`config.mk`:
```
export PLATFORM = sky130hd
export DESIGN_NAME = mccol_dist
export DESIGN_NICKNAME = d
export VERILOG_FILES = /design/src/mccol_pkg.sv /design/src/mccol_dist.sv
export SDC_FILE = /design/constraint.sdc
export NUM_CORES = 2
export LEC_CHECK = 0
export ABC_AREA = 1
export BUFFER_PORTS_ARGS = -buffer_cell sky130_fd_sc_hd__buf_2
export CORE_MARGIN = 1.5
export CORE_UTILIZATION = 30
export CTS_BUF_LIST = sky130_fd_sc_hd__clkbuf_4 sky130_fd_sc_hd__clkbuf_8
export DETAILED_ROUTE_END_ITERATION = 10
export GPL_ROUTABILITY_DRIVEN = 1
export PLACE_DENSITY_LB_ADDON = 0.05
export SYNTH_ARGS = -nofsm -noshare
export SYNTH_HDL_FRONTEND = slang
export SYNTH_SLANG_ARGS = --single-unit
export TNS_END_PERCENT = 1
```
`constraint.sdc`:
```
create_clock -name i_clk -period 9.3 [get_ports i_clk]
set_input_delay 1.395 -clock i_clk [delete_from_list [all_inputs] [get_ports i_clk]]
set_output_delay 1.395 -clock i_clk [all_outputs]
set_load 0.02 [all_outputs]
```
`src/mccol_pkg.sv`:
```
`default_nettype none
package mccol_pkg;

    // Store size, axis width and the derived widths.
    localparam int POINT_CAPACITY = 256;
    localparam int AXIS_BITS      = 16;
    localparam int IDX_W          = $clog2(POINT_CAPACITY);
    localparam int CNT_W          = $clog2(POINT_CAPACITY + 1);
    localparam int SQ_W           = 2 * AXIS_BITS;
    localparam int SUM_W          = SQ_W + 2;
    localparam int CFG_W          = 34;
    localparam int CNTDN_W        = 16;

    // Item kinds.
    localparam logic [1:0] FUNC_MAG     = 2'd0;
    localparam logic [1:0] FUNC_ACC     = 2'd1;
    localparam logic [1:0] FUNC_RESTART = 2'd2;

    // Register indexes.
    localparam logic [1:0] REG_SPREAD_SQ    = 2'd0;
    localparam logic [1:0] REG_JUMP_SQ      = 2'd1;
    localparam logic [1:0] REG_AVG_COUNT    = 2'd2;
    localparam logic [1:0] REG_ACCEL_PAIRED = 2'd3;

    // Result status codes.
    localparam logic STATUS_STORED = 1'b0;
    localparam logic STATUS_FULL   = 1'b1;

    typedef logic signed [AXIS_BITS-1:0] t_axis;

    typedef struct packed {
        t_axis x;
        t_axis y;
        t_axis z;
    } t_point;

endpackage
`default_nettype wire

```
`src/mccol_dist.sv`:
```
`default_nettype none
module mccol_dist
    import mccol_pkg::*;
(
    input  wire logic             i_clk,
    input  wire logic             i_rst_n,
    input  wire t_point           i_a,
    input  wire t_point           i_b,
    input  wire logic             i_tag,
    output logic [SUM_W-1:0]      o_sum,
    output logic                  o_tag
);

    logic signed [AXIS_BITS:0] n_dx, n_dy, n_dz;
    logic [AXIS_BITS-1:0]      n_mx, n_my, n_mz;
    logic [SQ_W-1:0]           r_sqx, r_sqy, r_sqz;
    logic [SUM_W-1:0]          r_sum;
    logic                      r_tag1, r_tag2;

    // Differences and their magnitudes; the magnitude always fits the axis width.
    always_comb begin
        n_dx = {i_a.x[AXIS_BITS-1], i_a.x} - {i_b.x[AXIS_BITS-1], i_b.x};
        n_dy = {i_a.y[AXIS_BITS-1], i_a.y} - {i_b.y[AXIS_BITS-1], i_b.y};
        n_dz = {i_a.z[AXIS_BITS-1], i_a.z} - {i_b.z[AXIS_BITS-1], i_b.z};
        n_mx = n_dx[AXIS_BITS] ? AXIS_BITS'(-n_dx) : n_dx[AXIS_BITS-1:0];
        n_my = n_dy[AXIS_BITS] ? AXIS_BITS'(-n_dy) : n_dy[AXIS_BITS-1:0];
        n_mz = n_dz[AXIS_BITS] ? AXIS_BITS'(-n_dz) : n_dz[AXIS_BITS-1:0];
    end

    // First stage squares, second stage sums.
    always_ff @(posedge i_clk) begin
        r_sqx <= n_mx * n_mx;
        r_sqy <= n_my * n_my;
        r_sqz <= n_mz * n_mz;
        r_sum <= {2'b00, r_sqx} + {2'b00, r_sqy} + {2'b00, r_sqz};
    end

    // The tag follows the data through both stages.
    always_ff @(posedge i_clk) begin
        if (!i_rst_n) begin
            r_tag1 <= 1'b0;
            r_tag2 <= 1'b0;
        end else begin
            r_tag1 <= i_tag;
            r_tag2 <= r_tag1;
        end
    end

    assign o_sum = r_sum;
    assign o_tag = r_tag2;

endmodule
`default_nettype wire
```
# == Yosys cells after proc, flatten, opt, wreduce, memory -nomap -nowiden ==
# Cells that the tools add are included.
# W data, S select, Z words.
# classes
addsub,8
n_mux,3
multipliers,3
# ops
op,n
$mul A16 B16 Y32,3
$sub A16 B16 Y17,3
$mux W16,3
$neg A16 Y16,3
$add A33 B32 Y34,1
$add A32 B32 Y33,1
# totals
out_inout_bits,35
wordCells,20
input_bits,99
register_bits,132

# == Logic depth before layout (Yosys ltp) ==
# logic_depth
word_depth,4
mapped_depth,44
depth_no_buf,44

# == Worst setup path before layout ==
# No wires, ideal clock.
# synth_timing
kind,input port to flip-flop
startpoint,input port i_a[0] (netlist bit)
endpoint,register r_sqz[31]
arrival_time_ps,8256
path_stages,40
t_required_ps,9187
path_slack_ps,931
setup_time_ps,113
n_path_buf,0
path_cell_list,inv_1 -> ha_1 -> inv_1 -> fa_1 -> inv_1 -> ha_1 -> inv_1 -> nor2_1 -> nand3_1 -> nor2_1 -> nand3_1 -> nor2_1 -> nand4_1 -> nand2_1 -> nand3_1 -> nand2_2 -> inv_1 -> nor2_1 -> [... 4 more ...] -> fa_1 -> fa_1 -> fa_1 -> inv_1 -> fa_1 -> inv_1 -> ha_1 -> nand2_1 -> nor4_1 -> nand4_1 -> nand3_1 -> a21oi_1 -> o21ai_0 -> nand2_1 -> nand2_1 -> inv_1 -> nand3_1 -> nand2_1
# synth_between
elab_chain_len,4
# synth_rtl
element,line_no,source
start: declaration,mccol_dist.sv:7,"input wire t_point i_a,"
$sub A16 B16 Y17 *,mccol_dist.sv:24,"n_dz = {i_a.z[AXIS_BITS-1], i_a.z} - {i_b.z[AXIS_BITS-1], i_b.z};"
$neg A16 Y16,mccol_dist.sv:27,n_mz = n_dz[AXIS_BITS] ? AXIS_BITS'(-n_dz) : n_dz[AXIS_BITS-1:0];
$mux W16 *,mccol_dist.sv:27,
$mul A16 B16 Y32 *,mccol_dist.sv:34,r_sqz <= n_mz * n_mz;
end signal: assignment,mccol_dist.sv:34,
end: declaration,mccol_dist.sv:16,"logic [SQ_W-1:0] r_sqx, r_sqy, r_sqz;"
# Every way passes the cells marked *; elsewhere a longest branch is shown, timed or not.
# A chain may end at the register's enable or synchronous reset.

# == Worst setup path in the final report ==
# layout_timing
startpoint,input port i_a[32] (netlist bit)
endpoint,register r_sqx[30]
# layout_between
elab_chain_len,4
# layout_rtl
element,line_no,source
$sub A16 B16 Y17 *,mccol_dist.sv:22,"n_dx = {i_a.x[AXIS_BITS-1], i_a.x} - {i_b.x[AXIS_BITS-1], i_b.x};"
$neg A16 Y16,mccol_dist.sv:25,n_mx = n_dx[AXIS_BITS] ? AXIS_BITS'(-n_dx) : n_dx[AXIS_BITS-1:0];
$mux W16 *,mccol_dist.sv:25,
$mul A16 B16 Y32 *,mccol_dist.sv:32,r_sqx <= n_mx * n_mx;
end signal: assignment,mccol_dist.sv:32,
end: declaration,mccol_dist.sv:16,
# Marks and branches as above.

==> results.yml <==
logic_synthesis:
  synth_simple_gate_area_frac: 0.174
  syn_area_sq_um: 30300
  syn-mean-instance-area_sq_um: 7.89
  synth_compound_gate_area_share: 0.0617
  synth_mux_area_frac: 0
  yosysUniqueCellTypes: 51
  synth-xor-area-share: 0.0469
  ys_seq_elements: 129
  ys.flop_type: "dfxtp_1"
  yosysWarnings: 0
  synthCells: 3839
  async_flop_share: 0
  synthAdderAreaFrac: 0.498
  synth.yosys.seq_area_share: 0.0853
  synth_edf_count: 0
  synth_top_family_by_area: "adder cells"
timing:
  drv_slew: 0
  fin_tns_setup_ns: 0
  worst_slack_ns: 0.576
  tightest_slew_ns: 0.726
  grt_setup_unrepaired: "no"
  finalClockSkew_ns: 0.0263
  fin_crit_ns: 8.72
  setup_viol: 0
  fmax_ghz: 0.115
  hold_viol_final: 0
  maxSlewHeadroom: 0.511
  period_share: 0.938
clock_tree:
  cts_made_buffers: 17
  cts.root.buffer_cell: "clkbuf_8"
  clock-sinks: 129
  post_cts_buffers: 0
  cts_resized: 0
  cts_tree: "built"
  holdBufCountCts: 0
  htreeDepth: 4
  clk_path_buf_depth: 2
  clk_pin_slew_ns: 0.10
  clk_latency_ns: 0.48
critical_path:
  required_ns: 9.71
  critPathMaxFanout: 18
  r2r_setup_slack_ns: 5.48
  critPathMaxStageDelay_ns: 0.56
  crit_type: "primary input to flop"
  critical_path.startpoint_type: "primary input"
  cp-end-kind: "flop"
  crit_path_top_delay_cell: "fa_1"
  worst_ep_arrival_time_ns: 9.13
floorplan:
  die_h_um: 321
  core_sq_um: 100000
  die_w_um: 321
  floorplan.initialDensity: 0.303
  top_level_ports: 134
  core.rowCount: 116
  die_area_sq_um: 103000
finish:
  final_area_sq_um: 33800
  area_growth_pct: 11.6
  multi_input_area_sq_um: 23700
  final_nets: 5070
  n_fill_cell: 10815
  layout-drive-gt1-share: 0.0923
  ff_latch_area_sq_um: 2580
drt:
  drt_iter0_markers: 996
  route.vias.total: 23822
  viasPerCell: 4.42
  avgRoutedWirePerCell_um: 15.9
  drt_wl_total_mm: 85.6
  drtAntennaViolNets: 0
  drt_pass1_iterations: 5
  drc: 0
global_route:
  antenna_found_initial: 6
  grt_max_degree: 19
  grtUsageTotal: 0.174
  grt_pass1_wl_mm: 140
  grt-ovfl-total: 0
  grt_pass1_vias: 25802
place:
  io_buffers: 133
  dp.final_hpwl_mm: 77.6
  placed_area_sq_um: 33400
  preCtsSetupSlack_ns: -0.182
  globalplace.congestion: 0.831
worst_hold_path:
  min_path_type: "flop to flop"
job:
  cap_viol_max_count: 0
outcome:
  status: "completed"
==> per-stage QoR <==
stage	hold slack (ns)	utilization	std cells
4_1_cts	0.437	0.338	5392
6_report	0.427	0.338	5393
3_3_place_gp	0.399	0.334	5360
5_1_grt	0.455	0.338	5393
3_5_place_dp	0.412	0.334	5360
2_1_floorplan	0.390	-	3841
==> cell families after synthesis <==
family / Yosys count
flops: 129
compound gates: 334
other cells: 1
buf+inv: 1063
simple gates: 1271
fa+ha+maj: 890
xor+xnor: 151
==> registers in the layout, summed over array words and instances, names as in the netlist <==
| register | count |
|---|---|
| r_tag1 | 1 |
| r_sqx | 31 |
| r_sqy | 31 |
| o_sum | 34 |
| r_sqz | 31 |
| o_tag | 1 |
==> routing by layer <==
layer	vias up	wire (um)	GRT usage
met5	-	0	0
met2	284	40500	0.298
li1	12030	-	-
met1	11469	42100	0.245
met4	0	834	0.0207
met3	39	2180	0.0138
==> path summary, 6_finish.rpt <==
| kind | from | endpoint | cells past startpoint |
|---|---|---|---|
| max reg2reg | r_sqz[4] | o_sum[25] | 12 |
| max | i_a[32] | r_sqx[30] | 38 |
| min | r_tag1 | o_tag | 2 |
| min reg2reg | r_tag1 | o_tag | 2 |
==> cells in the mapped netlist, types with 2 or more instances <==
library cell | n | area, sq um
inv_1 | 993 | 3730
nand2_1 | 642 | 2410
fa_1 | 526 | 10500
nor2_1 | 386 | 1450
ha_1 | 364 | 4550
a21oi_1 | 175 | 876
dfxtp_1 | 129 | 2580
nand3_1 | 127 | 636
xor2_1 | 94 | 823
o21ai_0 | 80 | 400
xnor2_1 | 50 | 438
nand4_1 | 30 | 188
nor3_1 | 23 | 115
buf_2 | 21 | 105
inv_2 | 21 | 78.8
nand2_2 | 17 | 106
a31oi_1 | 16 | 100
clkbuf_1 | 13 | 48.8
nand3b_1 | 13 | 97.6
a21o_1 | 12 | 90.1
nor2_2 | 10 | 62.6
o21bai_1 | 9 | 67.6
nor4_1 | 8 | 50.1
clkinv_1 | 7 | 26.3
o21a_1 | 6 | 45.0
a21boi_0 | 5 | 37.5
nor2_4 | 5 | 56.3
o21ai_2 | 5 | 43.8
a221oi_1 | 4 | 35.0
nand3_2 | 4 | 40.0
o211ai_1 | 4 | 30.0
o21ai_1 | 4 | 20.0
a211oi_1 | 3 | 22.5
buf_4 | 3 | 22.5
buf_6 | 3 | 33.8
nand2_4 | 3 | 33.8
o2111ai_1 | 3 | 26.3
xnor2_4 | 3 | 82.6
a31o_2 | 2 | 17.5
o221ai_1 | 2 | 17.5
o311ai_0 | 2 | 17.5
or2_2 | 2 | 12.5
xnor2_2 | 2 | 32.5
==> layout by cell type (no fill, tap or decap), types with 6 or more instances in the layout <==
cell / count
nand3_1: 127
nand2_1: 642
dfxtp_1: 129
o21a_1: 6
inv_8: 7
xnor2_1: 50
inv_2: 22
buf_4: 126
buf_2: 133
clkbuf_8: 17
o21ai_0: 78
nor2_2: 12
nor3_1: 23
nand3b_1: 13
a21o_1: 12
nor4_1: 7
xor2_1: 94
a31oi_1: 16
nor2_1: 384
ha_1: 364
o21ai_2: 6
a21oi_1: 175
nand2_2: 16
nand4_1: 30
inv_1: 992
clkinv_1: 7
o21bai_1: 9
fa_1: 526
==> final cells by class <==
| class | instances | area share |
|---|---|---|
| multi-input cells | 2649 | 0.701 |
| inverters | 1022 | 0.114 |
| flip-flops and latches | 129 | 0.0765 |
| repair buffers | 262 | 0.0495 |
| well taps | 1298 | 0.0481 |
| clock buffers | 17 | 0.00693 |
| clock inverters | 15 | 0.00459 |
| diodes | 1 | 0.0000741 |
==> worst max-delay path: cells and delay by family <==
kind,cells,cell delay (ns)
XOR/XNOR,2,0.75
AO/OA/AOI/OAI,6,0.93
AND/OR/NAND/NOR,12,1.43
buffers and inverters,9,0.90
adder cells (fa/ha/maj),9,3.72
Power is not shown: default switching activity piles up to over one toggle a cycle in this logic, so the estimate is an artifact.
